===== src/rtl/safq_pkg.sv =====
`timescale 1ns / 1ps
// Package for the steering angle core: payload and config types, pipeline widths,
// the CORDIC arctangent table and register codes. It depends on nothing.
package safq_pkg;

    localparam int CORDIC_STAGES  = 16;
    localparam int ATAN_TABLE_LEN = 24;
    localparam int CSTAGES = (CORDIC_STAGES < ATAN_TABLE_LEN) ? CORDIC_STAGES : ATAN_TABLE_LEN;

    localparam int QW  = 16;  // quaternion component width
    localparam int PW  = 32;  // product width
    localparam int TW  = 34;  // t3 / t4 width
    localparam int XW  = 37;  // CORDIC x / y width
    localparam int AW  = 26;  // angle accumulator width, 2^-16 degree
    localparam int YW  = AW + 1 - 9;  // rounded yaw width, 1/128 degree
    localparam int SW  = 20;  // steering and display sums
    localparam int OW  = 16;  // output angle width
    localparam int PADDR_W = 5;

    localparam int HALF_TURN = 23040;
    localparam int FULL_TURN = 46080;
    localparam int HALF_DEG16 = 180 * 65536;
    localparam int ONE_Q28 = 1 << 28;

    typedef struct packed {
        logic signed [QW-1:0] frame_qw;
        logic signed [QW-1:0] frame_qx;
        logic signed [QW-1:0] frame_qy;
        logic signed [QW-1:0] frame_qz;
        logic signed [QW-1:0] fork_qw;
        logic signed [QW-1:0] fork_qx;
        logic signed [QW-1:0] fork_qy;
        logic signed [QW-1:0] fork_qz;
    } t_in_item;

    typedef struct packed {
        logic signed [OW-1:0] steering_angle;
        logic signed [OW-1:0] frame_yaw;
    } t_out_item;

    typedef struct packed {
        logic                 calibrated;
        logic signed [15:0]   frame_yaw_offset;
        logic signed [15:0]   fork_yaw_offset;
        logic signed [15:0]   steering_offset;
        logic signed [16:0]   display_yaw_offset;
    } t_cfg;

    // One vector in the CORDIC pipe.
    typedef struct packed {
        logic signed [XW-1:0] x;
        logic signed [XW-1:0] y;
        logic signed [AW-1:0] ang;
        logic                 zero;
    } t_cvec;

    typedef enum logic [2:0] {
        REG_CALIBRATED  = 3'd0,
        REG_FRAME_OFS   = 3'd1,
        REG_FORK_OFS    = 3'd2,
        REG_STEER_OFS   = 3'd3,
        REG_DISPLAY_OFS = 3'd4
    } t_reg_idx;

    // atan(2^-i) in degrees times 65536, rounded.
    function automatic logic signed [AW-1:0] atan_deg16(input int i);
        logic signed [AW-1:0] v;
        case (i)
            0:  v = AW'(2949120);
            1:  v = AW'(1740967);
            2:  v = AW'(919879);
            3:  v = AW'(466945);
            4:  v = AW'(234379);
            5:  v = AW'(117304);
            6:  v = AW'(58666);
            7:  v = AW'(29335);
            8:  v = AW'(14668);
            9:  v = AW'(7334);
            10: v = AW'(3667);
            11: v = AW'(1833);
            12: v = AW'(917);
            13: v = AW'(458);
            14: v = AW'(229);
            15: v = AW'(115);
            16: v = AW'(57);
            17: v = AW'(29);
            18: v = AW'(14);
            19: v = AW'(7);
            20: v = AW'(4);
            21: v = AW'(2);
            22: v = AW'(1);
            default: v = '0;
        endcase
        return v;
    endfunction

endpackage


===== src/rtl/safq_regs.sv =====
`timescale 1ns / 1ps
// Configuration registers behind the APB-style port.
// Depends on safq_pkg.
module safq_regs (
    input  logic                          i_clk,
    input  logic                          i_rst_n,
    input  logic                          psel,
    input  logic                          penable,
    input  logic                          pwrite,
    input  logic [safq_pkg::PADDR_W-1:0]  paddr,
    input  logic [31:0]                   pwdata,
    output logic [31:0]                   prdata,
    output logic                          pready,
    output safq_pkg::t_cfg                o_cfg
);
    safq_pkg::t_cfg   r_cfg;
    safq_pkg::t_reg_idx w_idx;
    logic             w_wr;

    assign pready = 1'b1;
    assign w_idx  = safq_pkg::t_reg_idx'(paddr[safq_pkg::PADDR_W-1:2]);
    assign w_wr   = psel && penable && pwrite;
    assign o_cfg  = r_cfg;

    always_ff @(posedge i_clk) begin
        if (!i_rst_n) begin
            r_cfg <= '0;
        end else if (w_wr) begin
            unique case (w_idx)
                safq_pkg::REG_CALIBRATED:  r_cfg.calibrated         <= pwdata[0];
                safq_pkg::REG_FRAME_OFS:   r_cfg.frame_yaw_offset   <= pwdata[15:0];
                safq_pkg::REG_FORK_OFS:    r_cfg.fork_yaw_offset    <= pwdata[15:0];
                safq_pkg::REG_STEER_OFS:   r_cfg.steering_offset    <= pwdata[15:0];
                safq_pkg::REG_DISPLAY_OFS: r_cfg.display_yaw_offset <= pwdata[16:0];
                default: ;
            endcase
        end
    end

    always_comb begin
        unique case (w_idx)
            safq_pkg::REG_CALIBRATED:  prdata = {31'd0, r_cfg.calibrated};
            safq_pkg::REG_FRAME_OFS:   prdata = 32'(r_cfg.frame_yaw_offset);
            safq_pkg::REG_FORK_OFS:    prdata = 32'(r_cfg.fork_yaw_offset);
            safq_pkg::REG_STEER_OFS:   prdata = 32'(r_cfg.steering_offset);
            safq_pkg::REG_DISPLAY_OFS: prdata = 32'(r_cfg.display_yaw_offset);
            default:                   prdata = '0;
        endcase
    end

endmodule


===== config.mk =====
export PLATFORM = sky130hd
export DESIGN_NAME = safq_regs
export DESIGN_NICKNAME = d
export VERILOG_FILES = /design/src/rtl/safq_pkg.sv /design/src/rtl/safq_regs.sv
export SDC_FILE = /design/constraint.sdc
export NUM_CORES = 1
export LEC_CHECK = 0
export BUFFER_PORTS_ARGS = -buffer_cell sky130_fd_sc_hd__clkbuf_2
export CAP_MARGIN = 10
export CELL_PAD_IN_SITES_DETAIL_PLACEMENT = 2
export CELL_PAD_IN_SITES_GLOBAL_PLACEMENT = 2
export CORE_MARGIN = 3
export CORE_UTILIZATION = 26
export DETAILED_ROUTE_END_ITERATION = 6
export GPL_ROUTABILITY_DRIVEN = 0
export PLACE_DENSITY_LB_ADDON = 0.1
export REMOVE_ABC_BUFFERS = 1
export SLEW_MARGIN = 20
export SYNTH_ARGS = -nofsm -noshare
export SYNTH_HDL_FRONTEND = slang
export SYNTH_SLANG_ARGS = --single-unit

===== constraint.sdc =====
create_clock -name i_clk -period 3.5 [get_ports i_clk]
set_input_delay 1.05 -clock i_clk [delete_from_list [all_inputs] [get_ports i_clk]]
set_output_delay 1.05 -clock i_clk [all_outputs]
set_load 0.05 [all_outputs]

==> metrics.txt <==
status=finished clean; Finished Cell Area=roughly 4200 µm²; H-tree depth=3; dpl ws=0.0101 ns; core area=~12,000 µm²; WL final=10,800 µm; max reg flops=66; Logic pwr share=under 10%; post-layout util=36.6%; syn avg cell area=~9.3 µm²; leakage=1.93 nW; share of layout cells above drive strength 1=between 30% and 40%; Cells after Synth=331; io pins=approximately 140; Synth Warn #=0; Die Y=~110 µm; synthesis-to-layout area growth=36.8%; R2R Path End=o_cfg[65]; postcts setup bufs=0; Post-synth EDFFs=0; Max IR drop VDD=0.000183 V; Critical Path AT=about 2.4 ns; clock network fraction of total power=between 40% and 50%; Hold WS=0.471 ns; Tmin final=3.42 ns; num rows=39; Peak Freq=between 200 and 300 MHz; largest net degree at the start of global routing=29; Critical Path Start=paddr[3]; Worst Path Max Fanout=12; post-route DRC violation count=0; post-route antenna net violation count=0; Worst-path clk slew=around 0.05 ns; Worst Hold Launch=o_cfg[31]; FF+latch count, synth=66; DP Area=3920 µm²; total CTS buffers=9; Hold Crit Class=reg -> reg; global route total overflow=0; dpl hpwl=around 8000 µm; Num Clock Sinks=66; Sum Neg Setup Slack=0 ns; Via density=4.74; Vias=2,847; Final Hold Viols=0; Slowest-stage cell, CP=clkbuf_2; Post-Syn Area=~3100 µm²; CTS Root Buffer Type=clkbuf_16; Top FF cell, synth=dfxtp_1; initial antenna violation count=0; Switch Pwr=between 0.4 and 0.5 mW; CP Data Required Time=around 2.5 ns; asr flop ratio synth=0%; chip width=115 µm; Port Buffer Count=about 120; final setup fails=0; R2R setup slack=2.81 ns; filler instances=1,297; Clock Latency Late Sink=around 0.33 ns; Max Cap Viol=0; DRT Pass-1 Iters=4; total die area=13,200 µm²; clock tree buffer depth=2; WL per Instance=about 18 µm; Initial Utilization=between 20 and 30%; Reg power frac=a little over two fifths; Overall Power=around 1.8 mW; switching share of power=between 20% and 30%; vias in the first global route=3,132; Non-Filler Instances=approximately 600; NumNets Final=495; Critical Path Sink=prdata[12]; sequential area share after synthesis=between 40% and 50%; CTS tree=yes; synth unique cells=26; Critical Path Sink Type=output port; Critical Path Start Type=input pin; Inst Count DP=between 500 and 600; cells on worst reg2reg path=2; FF-to-FF Start=o_cfg[65]; largest stage delay on the critical path=between 0.3 and 0.4 ns; RSZ-0062 raised after global routing=yes; cell mode on critical path=clkbuf_2; initial DRC count=79; first-pass GRT wire length=between 15,000 and 20,000 µm; gr usage total=between 10% and 20%; Setup CP Type=in -> out; final-report max-slew violation count=0; Worst Skew=0 ns; crit share post-route=97.8%; post-route worst setup slack=between 0.07 and 0.08 ns; PwrDens=419 nW/µm²; internal cell power=roughly 1.3 mW; ant diodes=0; critical path, cell by cell=clkbuf_2 -> buf_12 -> nor3b_4 -> buf_4 -> nand2_1 -> o21ai_0 -> clkbuf_2
[kinds of logic after synthesis]
family	share of synthesized area, %
and+or+nand+nor	14.5
muxes	27.2
DFF	42.8
buffers and inverters	7.99
AOI/OAI and AO/OA	7.42
other	0.122
[worst min path at each step]
stage | end | slack (ns) | depth (start not counted)
floorplan | o_cfg[48] | 0.68 | 2
global placement | o_cfg[30] | 0.46 | 2
detailed placement | o_cfg[31] | 0.47 | 2
CTS | o_cfg[31] | 0.48 | 2
global route | o_cfg[31] | 0.50 | 2
finish | o_cfg[31] | 0.47 | 2
[layout make-up]
cell class / instances / area [µm²] / share of cell area (%)
well taps: 143 / 179 / 4.24
flip-flops and latches: 66 / 1320 / 31.3
repair buffers: 150 / 905 / 21.4
multi-input cells: 226 / 1530 / 36.3
clock inverters: 2 / 10.0 / 0.237
clock buffers: 14 / 274 / 6.49
[per-layer routing]
metal	vias to the layer above	track usage, %	share of wire (%)
met3	12	3.16	4.4
met2	82	29.2	49
met4	0	7.04	1.7
met5	-	0	0
li1	1364	-	-
met1	1389	21.0	45
[worst max-delay path, delay by kind of cell]
kind | cells | cell delay [ns]
AOI/OAI and AO/OA | 1 | 0.08
buffers and inverters | 4 | 0.86
and+or+nand+nor | 2 | 0.36
[synthesized netlist by cell type (2+ instances only)]
cell type / number / share of area [%]
dfxtp_1: 66 / 43
mux2i_1: 68 / 22
buf_2: 5 / 0.81
a211o_1: 2 / 0.57
nor2_2: 2 / 0.41
nor3b_1: 2 / 0.49
o21ai_0: 15 / 2.4
nand2_1: 97 / 12
mux2_2: 14 / 5.1
buf_4: 19 / 4.6
clkbuf_1: 11 / 1.3
buf_6: 3 / 1.1
a22oi_1: 14 / 3.4
[cells in the final DEF (no fill, tap or decap), types with 2 or more instances in the layout]
cell type and count:
clkbuf_4 4, a211o_1 2, buf_4 25, clkbuf_2 102, clkbuf_8 3, nand2_1 97
mux2_2 14, nor2_2 2, clkbuf_16 9, o21ai_0 15, buf_12 5, mux2i_1 68
buf_2 13, clkbuf_1 2, a22oi_1 14, clkinv_2 2, dfxtp_1 66
[power groups by stage]
stage | clock (mW) | combinational (mW) | sequential (mW)
after global routing | 0.919 | 0.162 | 0.762
after detailed placement | 0 | 0.152 | 0.778
final | 0.855 | 0.149 | 0.762
after global placement | 0 | 0.151 | 0.778
after CTS | 0.883 | 0.152 | 0.762
after floorplan | 0 | 0.0436 | 0.796
[repair_timing]
item / in CTS / in global routing
endpoints found under the hold margin: 0 / 0
endpoints found under the setup margin: 0 / 17
hold buffers: 0 / 0
resized for setup: 0 / 24
Power figures use the tool's default switching activity.
