===== src/rtl/safq_pkg.sv =====
`timescale 1ns / 1ps
// Package for the steering angle core: payload and config types, pipeline widths,
// the CORDIC arctangent table and register codes. It depends on nothing.
package safq_pkg;

    localparam int CORDIC_STAGES  = 16;
    localparam int ATAN_TABLE_LEN = 24;
    localparam int CSTAGES = (CORDIC_STAGES < ATAN_TABLE_LEN) ? CORDIC_STAGES : ATAN_TABLE_LEN;

    localparam int QW  = 16;  // quaternion component width
    localparam int PW  = 32;  // product width
    localparam int TW  = 34;  // t3 / t4 width
    localparam int XW  = 37;  // CORDIC x / y width
    localparam int AW  = 26;  // angle accumulator width, 2^-16 degree
    localparam int YW  = AW + 1 - 9;  // rounded yaw width, 1/128 degree
    localparam int SW  = 20;  // steering and display sums
    localparam int OW  = 16;  // output angle width
    localparam int PADDR_W = 5;

    localparam int HALF_TURN = 23040;
    localparam int FULL_TURN = 46080;
    localparam int HALF_DEG16 = 180 * 65536;
    localparam int ONE_Q28 = 1 << 28;

    typedef struct packed {
        logic signed [QW-1:0] frame_qw;
        logic signed [QW-1:0] frame_qx;
        logic signed [QW-1:0] frame_qy;
        logic signed [QW-1:0] frame_qz;
        logic signed [QW-1:0] fork_qw;
        logic signed [QW-1:0] fork_qx;
        logic signed [QW-1:0] fork_qy;
        logic signed [QW-1:0] fork_qz;
    } t_in_item;

    typedef struct packed {
        logic signed [OW-1:0] steering_angle;
        logic signed [OW-1:0] frame_yaw;
    } t_out_item;

    typedef struct packed {
        logic                 calibrated;
        logic signed [15:0]   frame_yaw_offset;
        logic signed [15:0]   fork_yaw_offset;
        logic signed [15:0]   steering_offset;
        logic signed [16:0]   display_yaw_offset;
    } t_cfg;

    // One vector in the CORDIC pipe.
    typedef struct packed {
        logic signed [XW-1:0] x;
        logic signed [XW-1:0] y;
        logic signed [AW-1:0] ang;
        logic                 zero;
    } t_cvec;

    typedef enum logic [2:0] {
        REG_CALIBRATED  = 3'd0,
        REG_FRAME_OFS   = 3'd1,
        REG_FORK_OFS    = 3'd2,
        REG_STEER_OFS   = 3'd3,
        REG_DISPLAY_OFS = 3'd4
    } t_reg_idx;

    // atan(2^-i) in degrees times 65536, rounded.
    function automatic logic signed [AW-1:0] atan_deg16(input int i);
        logic signed [AW-1:0] v;
        case (i)
            0:  v = AW'(2949120);
            1:  v = AW'(1740967);
            2:  v = AW'(919879);
            3:  v = AW'(466945);
            4:  v = AW'(234379);
            5:  v = AW'(117304);
            6:  v = AW'(58666);
            7:  v = AW'(29335);
            8:  v = AW'(14668);
            9:  v = AW'(7334);
            10: v = AW'(3667);
            11: v = AW'(1833);
            12: v = AW'(917);
            13: v = AW'(458);
            14: v = AW'(229);
            15: v = AW'(115);
            16: v = AW'(57);
            17: v = AW'(29);
            18: v = AW'(14);
            19: v = AW'(7);
            20: v = AW'(4);
            21: v = AW'(2);
            22: v = AW'(1);
            default: v = '0;
        endcase
        return v;
    endfunction

endpackage


===== src/rtl/safq_post.sv =====
`timescale 1ns / 1ps
// Back end: yaw rounding, offset correction and angle wrapping, three stages.
// Depends on safq_pkg.
module safq_post (
    input  logic                     i_clk,
    input  logic                     i_rst_n,
    input  logic                     i_en,
    input  logic                     i_valid,
    input  safq_pkg::t_cvec [1:0]    i_vec,
    input  safq_pkg::t_cfg           i_cfg,
    output logic                     o_valid,
    output safq_pkg::t_out_item      o_item
);
    localparam int AW = safq_pkg::AW;
    localparam int YW = safq_pkg::YW;
    localparam int SW = safq_pkg::SW;

    logic signed [AW:0]   w_rnd [2];
    logic signed [YW-1:0] r_yaw [2];
    logic signed [SW-1:0] w_yf;
    logic signed [SW-1:0] w_yk;
    logic signed [SW-1:0] r_steer;
    logic signed [SW-1:0] r_disp;
    safq_pkg::t_out_item  r_out;
    logic                 r_va;
    logic                 r_vb;
    logic                 r_vc;

    // Brings an angle into [-180, 180] degrees; the limits themselves stay.
    function automatic logic signed [safq_pkg::OW-1:0] wrap_angle(
        input logic signed [SW-1:0] v
    );
        logic signed [SW-1:0] adj;
        logic signed [SW-1:0] res;
        adj = '0;
        for (int j = 0; j < 4; j++) begin
            if (v > SW'(safq_pkg::HALF_TURN + j * safq_pkg::FULL_TURN)) begin
                adj = adj - SW'(safq_pkg::FULL_TURN);
            end else if (v < -SW'(safq_pkg::HALF_TURN + j * safq_pkg::FULL_TURN)) begin
                adj = adj + SW'(safq_pkg::FULL_TURN);
            end
        end
        res = v + adj;
        return res[safq_pkg::OW-1:0];
    endfunction

    always_comb begin
        for (int l = 0; l < 2; l++) begin
            w_rnd[l] = (AW+1)'(i_vec[l].ang) + (AW+1)'(256);
        end
    end

    always_comb begin
        w_yf = SW'(r_yaw[0]);
        w_yk = SW'(r_yaw[1]);
        if (i_cfg.calibrated) begin
            w_yf = w_yf - SW'(i_cfg.frame_yaw_offset);
            w_yk = w_yk - SW'(i_cfg.fork_yaw_offset) - SW'(i_cfg.steering_offset);
        end
    end

    always_ff @(posedge i_clk) begin
        if (i_en) begin
            for (int l = 0; l < 2; l++) begin
                r_yaw[l] <= i_vec[l].zero ? '0 : w_rnd[l][AW:9];
            end
            r_steer <= w_yk - w_yf;
            r_disp  <= w_yf - SW'(i_cfg.display_yaw_offset);
            r_out.steering_angle <= wrap_angle(r_steer);
            r_out.frame_yaw      <= wrap_angle(r_disp);
        end
    end

    always_ff @(posedge i_clk) begin
        if (!i_rst_n) begin
            r_va <= 1'b0;
            r_vb <= 1'b0;
            r_vc <= 1'b0;
        end else if (i_en) begin
            r_va <= i_valid;
            r_vb <= r_va;
            r_vc <= r_vb;
        end
    end

    assign o_valid = r_vc;
    assign o_item  = r_out;

    a_out_range: assert property (@(posedge i_clk) disable iff (!i_rst_n)
        r_vc |-> (r_out.steering_angle <= 16'sd23040) && (r_out.steering_angle >= -16'sd23040)
              && (r_out.frame_yaw <= 16'sd23040) && (r_out.frame_yaw >= -16'sd23040))
        else $error("wrapped angle out of range");

endmodule


===== config.mk =====
export PLATFORM = sky130hd
export DESIGN_NAME = safq_post
export DESIGN_NICKNAME = d
export VERILOG_FILES = /design/src/rtl/safq_pkg.sv /design/src/rtl/safq_post.sv
export SDC_FILE = /design/constraint.sdc
export NUM_CORES = 1
export LEC_CHECK = 0
export BUFFER_PORTS_ARGS = -buffer_cell sky130_fd_sc_hd__buf_4
export CORE_MARGIN = 3
export CORE_UTILIZATION = 45
export CTS_CLUSTER_SIZE = 12
export DETAILED_ROUTE_END_ITERATION = 16
export PLACE_DENSITY = 0.75
export SYNTH_ARGS = -nofsm -noshare
export SYNTH_HDL_FRONTEND = slang
export SYNTH_SLANG_ARGS = --single-unit

===== constraint.sdc =====
create_clock -name i_clk -period 5.25 [get_ports i_clk]
set_clock_uncertainty 0.15 [all_clocks]
set_input_delay 1.3125 -clock i_clk [delete_from_list [all_inputs] [get_ports i_clk]]
set_output_delay 1.3125 -clock i_clk [all_outputs]
set_load 0.005 [all_outputs]

==> results of run 1 <==
-- metrics by stage --
| step | hold WS (ns) | instance area (um^2) | power [W] | worst slack [ns] | cells |
|---|---|---|---|---|---|
| 6_report | 0.303 | 12300 | 0.00549 | -0.0328 | 1564 |
| 3_3_place_gp | 0.283 | 11900 | 0.00460 | -0.417 | 1545 |
| 2_1_floorplan | 0.277 | 10100 | 0.00381 | -0.107 | 1083 |
| 5_1_grt | 0.325 | 12300 | 0.00598 | -0.184 | 1564 |
| 4_1_cts | 0.303 | 12200 | 0.00546 | -0.0381 | 1561 |
| 3_5_place_dp | 0.286 | 11900 | 0.00470 | -0.450 | 1545 |
-- critical path, delay by kind of cell --
kind                     cells  cell delay (ns)
buffers and inverters        2             0.10
adder cells (fa/ha/maj)      3             0.91
AO/OA/AOI/OAI               10             1.97
XOR/XNOR                     2             0.16
AND/OR/NAND/NOR              1             0.49
multiplexers                 1             0.28
-- final timing paths --
path | start | end | slack, ns
setup reg to reg | r_disp[5] | o_item[15] | 0.50
hold reg to reg | r_steer[2] | o_item[18] | 0.30
setup / recovery | i_cfg[20] | r_steer[18] | -0.03
hold / removal | r_steer[2] | o_item[18] | 0.30
-- state kept, by name (all words and copies together), names as in the netlist --
register,count
r_vb,1
r_va,1
o_item,32
r_steer,20
r_yaw,36
o_valid,1
r_disp,20
-- power by group --
group	switching, W	leakage (nW)	internal, W
Combinational	0.00159	4.14	0.00159
Sequential	0.000203	1.08	0.00138
Clock	0.000346	0.151	0.000379
-- metal layers --
metal  track usage (%)  up-vias  share of wire, %
li1                  -     4292                 -
met1              26.4     3897                47
met2              30.3      251                46
met3              3.00       33               4.8
met4              5.50        0               2.3
met5                 0        -                 0
-- cell usage in the layout, fill, tap and decap left out, drive strengths merged, types with 9 or more instances in the layout --
| cell | n |
|---|---|
| or3 | 19 |
| nor2b | 14 |
| nand3 | 14 |
| a31oi | 15 |
| fa | 23 |
| o21a | 20 |
| a21oi | 86 |
| and2 | 9 |
| o21bai | 9 |
| ha | 97 |
| xor2 | 35 |
| edfxtp | 108 |
| buf | 209 |
| a211oi | 12 |
| nor3 | 26 |
| and3 | 10 |
| nand2 | 76 |
| nor2 | 102 |
| a21o | 20 |
| mux2 | 23 |
| inv | 116 |
| xnor2 | 56 |
| nand2b | 14 |
| o21ai | 61 |
| clkbuf | 9 |
-- cell type report --
class	instances	area (um^2)	area share [%]
multi-input cells	841	6320	51.4
flip-flops and latches	111	3300	26.9
repair buffers	209	1580	12.9
inverters	113	434	3.53
well taps	275	344	2.80
clock buffers	9	225	1.83
clock inverters	6	80.1	0.652
-- logic make-up after synthesis --
group	after synthesis
flops	111
compound gates	288
fa+ha+maj	120
mux	30
xor+xnor	91
simple gates	312
buf+inv	131
-- timing repair --
item / in CTS / in global routing
setup endpoints to repair: 3 / 8
gates resized for setup: 6 / 9
pin swaps: 2 / 8
buffers inserted: 1 / 4
==> metrics.yaml, run 1 <==
cts_sinks: 111
synth_nets: 1475
cts_tree: "yes"
synth_mux_area_share_pct: 3.28
hold_viol_final: 0
worst_pin_slew_ns: 1.04
synthAdderAreaFrac_pct: 16.7
rsz0062_at_grt: "yes"
fmax_mhz: 189
routed_wl_mm: 22.9
cpMaxStageDelayCell: "fa_1"
overflow: 0
finalCritPeriodShare_pct: 101
synth_flop_cell: "edfxtp_1"
yosys.cell_count.top_type: "inv_1"
wire_per_inst_um: 14.7
die_area_um2: 24100
via_per_inst: 5.42
synth-simple-area-share_pct: 14.9
die_w_um: 155
fp.coreArea_um2: 21400
synthXorXnorAreaFrac_pct: 7.96
required_ns: 5.20
ioPinCount: 305
cp_max_fo: 3
synth_compound_area_share_pct: 18.8
async_flop_share_pct: 0
diodes: 0
numPortBuffers: 140
yosysTopAreaCellShare_pct: 32.4
worstSetupStartpointType: "primary input"
drc: 0
cts_root_buf: "clkbuf_16"
drtIter0Drc: 620
vias: 8473
clk_path_buf_depth: 2
synth_area_um2: 10000
status: "finished, violations left"
drtAntennaViolNets: 0
die_h_um: 155
htree_levels: 3
ys_seq_area_share_pct: 33.0
synthCells: 1083
postSynthAreaPerCell_um2: 9.25
synth-seq-cells: 111
synth_edf_count: 108
ys.warnings.count: 0
row_count: 53
fillers: 1896
antenna_found_initial: 0
initial_core_util_pct: 46.8
path_class: "primary input to register"
setup_ws_ns: -0.0328
max-cap-violations: 0
syn_to_final_growth_pct: 22.6
drt-pass1-iter-count: 6
cpPeakStageDelay_ns: 0.51
synth_cell_types: 79
nets: 1677
hp-class: "register to register"
track_usage_pct: 18.8
routabilityCongestion: 0.914
synthTopCellsByArea: "edfxtp_1 (32%), ha_1 (12%), xnor2_1 (4.9%), fa_1 (4.6%), a21oi_1 (4.2%)"
tns_ns: -0.0328
setup_violations: 1
cts_buffers: 9
grt_pass1_vias: 7864
ys_top_cells_by_count: "inv_1 (113), edfxtp_1 (108), nor2_1 (102), ha_1 (97), a21oi_1 (85)"
path_clk_slew_ns: 0.07
cp.arrival_ns: 5.24
p_leak_nw: 5.36
ir_drop_mv: 0.292
synth_top_area_cell: "edfxtp_1"
drive_gt1_share_pct: 23.1
max-slew-margin-rel_pct: 30.9
final.min_clock_period_ns: 5.28
dp_hpwl_mm: 18.6
grt_pass1_wl_mm: 37.0
cp_common_cell: "a21o_1"
slew_violations: 0
violations: "setup timing"
synth_top_family_by_area: "compound AO/OA/AOI/OAI gates"
crit_chain: "buf_8 > inv_8 > fa_1 > ha_4 > or4_4 > a311o_1 > a41oi_2 > o21bai_1 > a21oi_1 > xnor2_1 > mux2_4 > ha_4 > a21o_1 > a21o_1 > a21o_1 > o22a_1 > a211o_1 > a21oi_2 > xnor2_1"
clk_latency_ns: 0.36
whs_path_depth: 0
end_kind: "register"
reg2reg_depth: 21
postLayoutCoreUtil_pct: 57.3
p_per_area_nw_per_um2: 447
grt_max_degree: 80
hold_buffers: 0
Power figures use the tool's default switching activity.
==> run 2: changes to the inputs <==
Settings changed: CORE_UTILIZATION 45 to 48, PLACE_DENSITY 0.75 to 0.79.
Clock period 5.25 ns to 4.85 ns, I/O delays scaled along.
==> run 2 against run 1 <==
Critical path depth unchanged. Final cell count rose by 4.5%. Critical path type unchanged. Die area down 6.0%. Sequential share of layout area down 1.7 points. Routed wire length increased by 6.7%. Flip-flop and latch count unchanged. The flow still finishes with violations (setup timing). Register-to-register slack lost 0.31 ns. Via count up 4.0%. Largest power group unchanged. Combinational power increased by 24%. Sequential power rose by 8%. Count of clock-buffer cells in the layout unchanged.
==> metrics.yaml, run 2 (synthesized netlist as in run 1, its figures left out) <==
status: "finished, violations left"
violations: "setup timing"
end_kind: "register"
routed_wl_mm: 24.5  # +6.7%
post_dp_cell_area_um2: 12300  # +3.4%
p_per_area_nw_per_um2: 483  # +8.2%
cp_common_cell: "a21o_1"
worst_pin_slew_ns: 0.757  # -0.280 ns
crit_chain: "buf_6 > inv_8 > fa_1 > ha_4 > or4_4 > a311o_1 > a41oi_2 > o21bai_1 > a21oi_1 > xnor2_1 > mux2_4 > ha_4 > a21o_1 > a21o_1 > a21o_1 > o22a_1 > a211o_1 > a21oi_2 > xnor2_1"
tns_ns: -1.18  # -1.15 ns
fmax_mhz: 194
nets: 1752  # +4.5%
routabilityCongestion: 0.918  # +0.48%
diodes: 0  # unchanged
numPortBuffers: 140  # unchanged
grt_max_degree: 61  # -24%
initial_core_util_pct: 49.2  # +2.4 points
hold_buffers: 0  # unchanged
ioPinCount: 305  # unchanged
final_common_cell: "buf_4"
die_w_um: 150  # -3.1%
hold_viol_final: 0  # unchanged
dp_hpwl_mm: 19.0  # +2.3%
wire_per_inst_um: 15.0  # +2.1%
grt_pass1_vias: 8138  # +3.5%
largest_reg_flops: 36  # unchanged
p_leak_nw: 5.75  # +7.3%
use_met1_pct: 27.9  # +1.5 points
vias: 8813  # +4.0%
grt_use_met2_pct: 34.1  # +3.8 points
finalInstanceArea_um2: 13100  # +6.6%
htree_levels: 3  # unchanged
required_ns: 4.81  # -0.39 ns
final_cell_mix: "buf_4 (276), edfxtp_1 (108), inv_1 (106)"
grtUsageMet3_pct: 2.74  # -0.26 points
drtIter0Drc: 646  # +4.2%
cts_sinks: 111  # unchanged
clk_path_buf_depth: 2  # unchanged
drt-pass1-iter-count: 5  # -1
regMostFlops: "r_yaw"
track_usage_pct: 20.5  # +1.7 points
die_area_um2: 22600  # -6.0%
die_h_um: 150  # -3.1%
drc: 0  # unchanged
final.min_clock_period_ns: 5.16
power_w: 0.00632  # +15%
max-cap-violations: 0  # unchanged
via_per_inst: 5.39  # -0.44%
cpPeakStageDelay_ns: 0.50  # about the same
drtAntennaViolNets: 0  # unchanged
path_clk_slew_ns: 0.07  # about the same
overflow: 0  # unchanged
fp.coreArea_um2: 20400  # -4.9%
ir_drop_mv: 0.293  # +0.53%
grt_most_used_layer: "met2"
max-slew-margin-rel_pct: 49.0  # +18 points
cts_root_buf: "clkbuf_16"
cp.arrival_ns: 5.13  # -0.11 ns
finalCritPeriodShare_pct: 106
rsz0062_at_grt: "yes"
antenna_found_initial: 0  # unchanged
clk_latency_ns: 0.36  # about the same
drive_gt1_share_pct: 30.1  # +6.9 points
setup_violations: 6  # +5
row_count: 52  # -1.9%
path_class: "primary input to register"
cts_buffers: 9  # unchanged
cpMaxStageDelayCell: "or4_4"
syn_to_final_growth_pct: 30.7
fillers: 1608  # -15%
hp-class: "register to register"
cts_tree: "yes"
slew_violations: 0  # unchanged
cp_max_fo: 3  # unchanged
grt_pass1_wl_mm: 37.6  # +1.6%
setup_ws_ns: -0.313  # -0.280 ns
worstSetupStartpointType: "primary input"
run 2: cell count changes in the layout (fill, tap and decap cells not counted), moves of 5 or more:
cell     previous run  this run
a21oi_2             4        15
a21oi_1            82        70
buf_6               1         6
o21ai_1             3         8
o21ai_0            57        52
ha_1               91        85
buf_4             207       276
run 2: worst paths after layout:
check                             startpoint           to  slack, ns  cells after the start
worst min register to register     r_disp[1]    o_item[1]       0.30                      0
worst max-delay path               i_cfg[20]  r_steer[18]      -0.31                     19
worst max register to register  r_yaw[0][21]  r_steer[18]       0.19                     17
worst min-delay path               r_disp[1]    o_item[1]       0.30                      0
run 2: critical path: cells and delay by family:
kind                     cells  cell delay [ns]
AO/OA/AOI/OAI               10             1.97
XOR/XNOR                     2             0.15
adder cells (fa/ha/maj)      3             0.88
buffers and inverters        2             0.12
multiplexers                 1             0.28
AND/OR/NAND/NOR              1             0.50
run 2: per-stage QoR:
step           hold WS, ns  instances  setup slack (ns)  utilization, %
6_report             0.301       1634            -0.313            64.3
4_1_cts              0.301       1609            -0.278            62.0
3_3_place_gp         0.283       1591            -0.716            60.3
3_5_place_dp         0.285       1591            -0.749            60.3
5_1_grt              0.322       1634            -0.434            64.3
2_1_floorplan        0.277       1083            -0.407               -
run 2: where the power goes:
part / switching [W] / internal [W] / total, W
clock network: 0.000341 / 0.000349 / 0.000690
logic: 0.00193 / 0.00200 / 0.00393
registers: 0.000208 / 0.00149 / 0.00170
run 2: final cells by class:
cell class                      instances  area, um^2  share of cell area, %
Clock buffer                            9         225                   1.72
Clock inverter                          6        45.0                  0.344
Inverter                              113         434                   3.32
Multi-Input combinational cell        841        6570                   50.2
Sequential cell                       111        3300                   25.2
Tap cell                              270         338                   2.58
Timing Repair Buffer                  284        2170                   16.6
run 2: timing repair:
action / 4_1_cts / 5_1_grt
endpoints found under the setup margin: 11 / 15
endpoints found under the hold margin: 0 / 0
pin swaps: 17 / 47
buffers inserted: 3 / 25
gates resized for setup: 13 / 61
run 2: metal layers:
metal	wire, um	up-vias
met5	0	-
met4	640	0
met3	1180	40
met2	11800	276
met1	10800	4053
li1	-	4444
==> run 3: changes to the inputs <==
Settings changed: MAX_ROUTING_LAYER set to met4.
==> run 3 against run 2 <==
Clock power is 13% higher. Non-clock buffer count fell by 19. Sequential power barely moved. Largest power group unchanged. Critical path type unchanged. The run still ends with setup timing left.
==> metrics.yaml, run 3 (synthesized netlist as in run 1, its figures left out) <==
syn_to_final_growth_pct: 28.3
drive_gt1_share_pct: 28.0  # -2.0 points
drt-pass1-iter-count: 5  # unchanged
setup_ws_ns: -0.318  # -0.00560 ns
grt_pass1_wl_mm: 38.1  # +1.2%
ir_drop_mv: 0.378  # +29%
regMostFlops: "r_yaw"
p_leak_nw: 5.66  # -1.6%
fmax_mhz: 193  # -0.11%
initial_core_util_pct: 49.2  # unchanged
routed_wl_mm: 23.7  # -3.2%
swShare_pct: 38.9  # -0.33 points
path_clk_slew_ns: 0.07  # about the same
die_w_um: 150  # unchanged
fillers: 1693  # +5.3%
antenna_found_initial: 0  # unchanged
hold_buffers: 0  # unchanged
cts_sinks: 111  # unchanged
drtAntennaViolNets: 0  # unchanged
power_frac_comb_pct: 59.6  # -2.6 points
fp.coreArea_um2: 20400  # unchanged
p_per_area_nw_per_um2: 483  # about the same
finalCritPeriodShare_pct: 107  # +0.12 points
rsz0062_at_grt: "yes"
grt_pass1_vias: 8131  # -0.086%
drc: 0  # unchanged
wire_per_inst_um: 14.7  # -2.1%
power.internal_w: 0.00379  # -1.4%
htree_levels: 3  # unchanged
worstSetupStartpointType: "primary input"
status: "finished, violations left"
worst_pin_slew_ns: 0.715  # -0.0413 ns
final.min_clock_period_ns: 5.17  # +0.00560 ns
cts_root_buf: "clkbuf_16"
worstReg2RegStart: "r_yaw[0][21]"
end_kind: "register"
worstHoldStart: "r_disp[2]"
cp-startpoint: "i_cfg[23]"
pwr-share-seq_pct: 27.8  # +0.9 points
hold_slack_ns: 0.306  # +0.00489 ns
cts_buffers: 9  # unchanged
final_common_cell: "buf_4"
row_count: 52  # unchanged
drtIter0Drc: 571  # -12%
violations: "setup timing"
grt_max_degree: 112  # +84%
die_area_um2: 22600  # unchanged
seq_area_um2: 3300  # unchanged
die_h_um: 150  # unchanged
hold_viol_final: 0  # unchanged
required_ns: 4.81  # about the same
cts_tree: "yes"
largest_reg_flops: 36  # unchanged
cp.arrival_ns: 5.12  # about the same
track_usage_pct: 21.4  # +0.84 points
numPortBuffers: 140  # unchanged
netSwitchingPower_w: 0.00241  # -2.7%
ioPinCount: 305  # unchanged
via_per_inst: 5.40  # +0.15%
multi_input_area_um2: 6440  # -2.0%
max-slew-margin-rel_pct: 51.8  # +2.8 points
cp_max_fo: 3  # unchanged
dp_hpwl_mm: 19.0  # -0.33%
routabilityCongestion: 0.926  # +0.85%
setup_violations: 7  # +1
path_class: "primary input to register"
pwr-share-clk_pct: 12.6  # +1.7 points
hp-class: "register to register"
finalInstanceArea_um2: 12800  # -1.9%
vias: 8729  # -0.95%
final_cell_mix: "buf_4 (259), edfxtp_1 (108), inv_1 (107)"
clk_path_buf_depth: 2  # unchanged
diodes: 0  # unchanged
max-cap-violations: 0  # unchanged
clk_latency_ns: 0.36  # about the same
post_dp_cell_area_um2: 12300  # +0.12%
nets: 1733  # -1.1%
slew_violations: 0  # unchanged
overflow: 0  # unchanged
run 3: through the flow:
stage / utilization (%) / setup TNS, ns / std cells / setup WS [ns] / total power, W
floorplan: - / -1.62 / 1083 / -0.407 / 0.00413
global placement: 60.4 / -5.98 / 1593 / -0.712 / 0.00512
detailed placement: 60.4 / -6.58 / 1593 / -0.757 / 0.00524
CTS: 62.2 / -1.26 / 1610 / -0.308 / 0.00608
global route: 63.1 / -2.31 / 1616 / -0.469 / 0.00671
finish: 63.1 / -1.24 / 1616 / -0.318 / 0.00620
run 3: critical path, cell delays in order:
cell and delay (ns):
buf_6 0.08, inv_4 0.03, fa_1 0.47, ha_2 0.19, or4_4 0.53, a311o_1 0.33, a41oi_2 0.18, o21bai_1 0.08
a21oi_1 0.17, xnor2_1 0.08, mux2_4 0.28, ha_4 0.22, a21o_1 0.15, a21o_1 0.18, a21o_1 0.21, o22a_1 0.24
a211o_1 0.28, a21oi_2 0.13, xnor2_1 0.07
run 3: path summary, 6_finish.rpt:
check | cells past startpoint | slack [ns] | end
worst min-delay path | 0 | 0.31 | o_item[2]
worst max register to register | 17 | 0.20 | r_steer[18]
worst min register to register | 0 | 0.31 | o_item[2]
worst max-delay path | 19 | -0.32 | r_steer[18]
run 3: metal layers:
metal | share of wire (%) | vias up | GRT usage, %
li1 | - | 4410 | -
met1 | 45 | 4052 | 28.0
met2 | 49 | 239 | 35.5
met3 | 4.5 | 28 | 2.68
met4 | 1.6 | 0 | 5.17
met5 | 0 | - | -
run 3: layout make-up:
type	count	share of cell area, %
Tap cell	270	2.63
Clock inverter	6	0.672
Inverter	113	3.38
Sequential cell	111	25.7
Clock buffer	10	1.78
Timing Repair Buffer	265	15.7
Multi-Input combinational cell	841	50.1
run 3: power by group through the flow:
| stage | clock network [W] | logic [W] | registers [W] |
|---|---|---|---|
| after floorplan | 0 | 0.00247 | 0.00166 |
| after global placement | 0 | 0.00339 | 0.00173 |
| after detailed placement | 0 | 0.00351 | 0.00173 |
| after CTS | 0.000799 | 0.00357 | 0.00171 |
| after global routing | 0.000837 | 0.00412 | 0.00176 |
| final | 0.000783 | 0.00370 | 0.00172 |
run 3: timing repair:
item / CTS / global route
endpoints found under the setup margin: 8 / 16
resized for setup: 15 / 33
pin swaps: 11 / 17
buffers inserted: 1 / 7
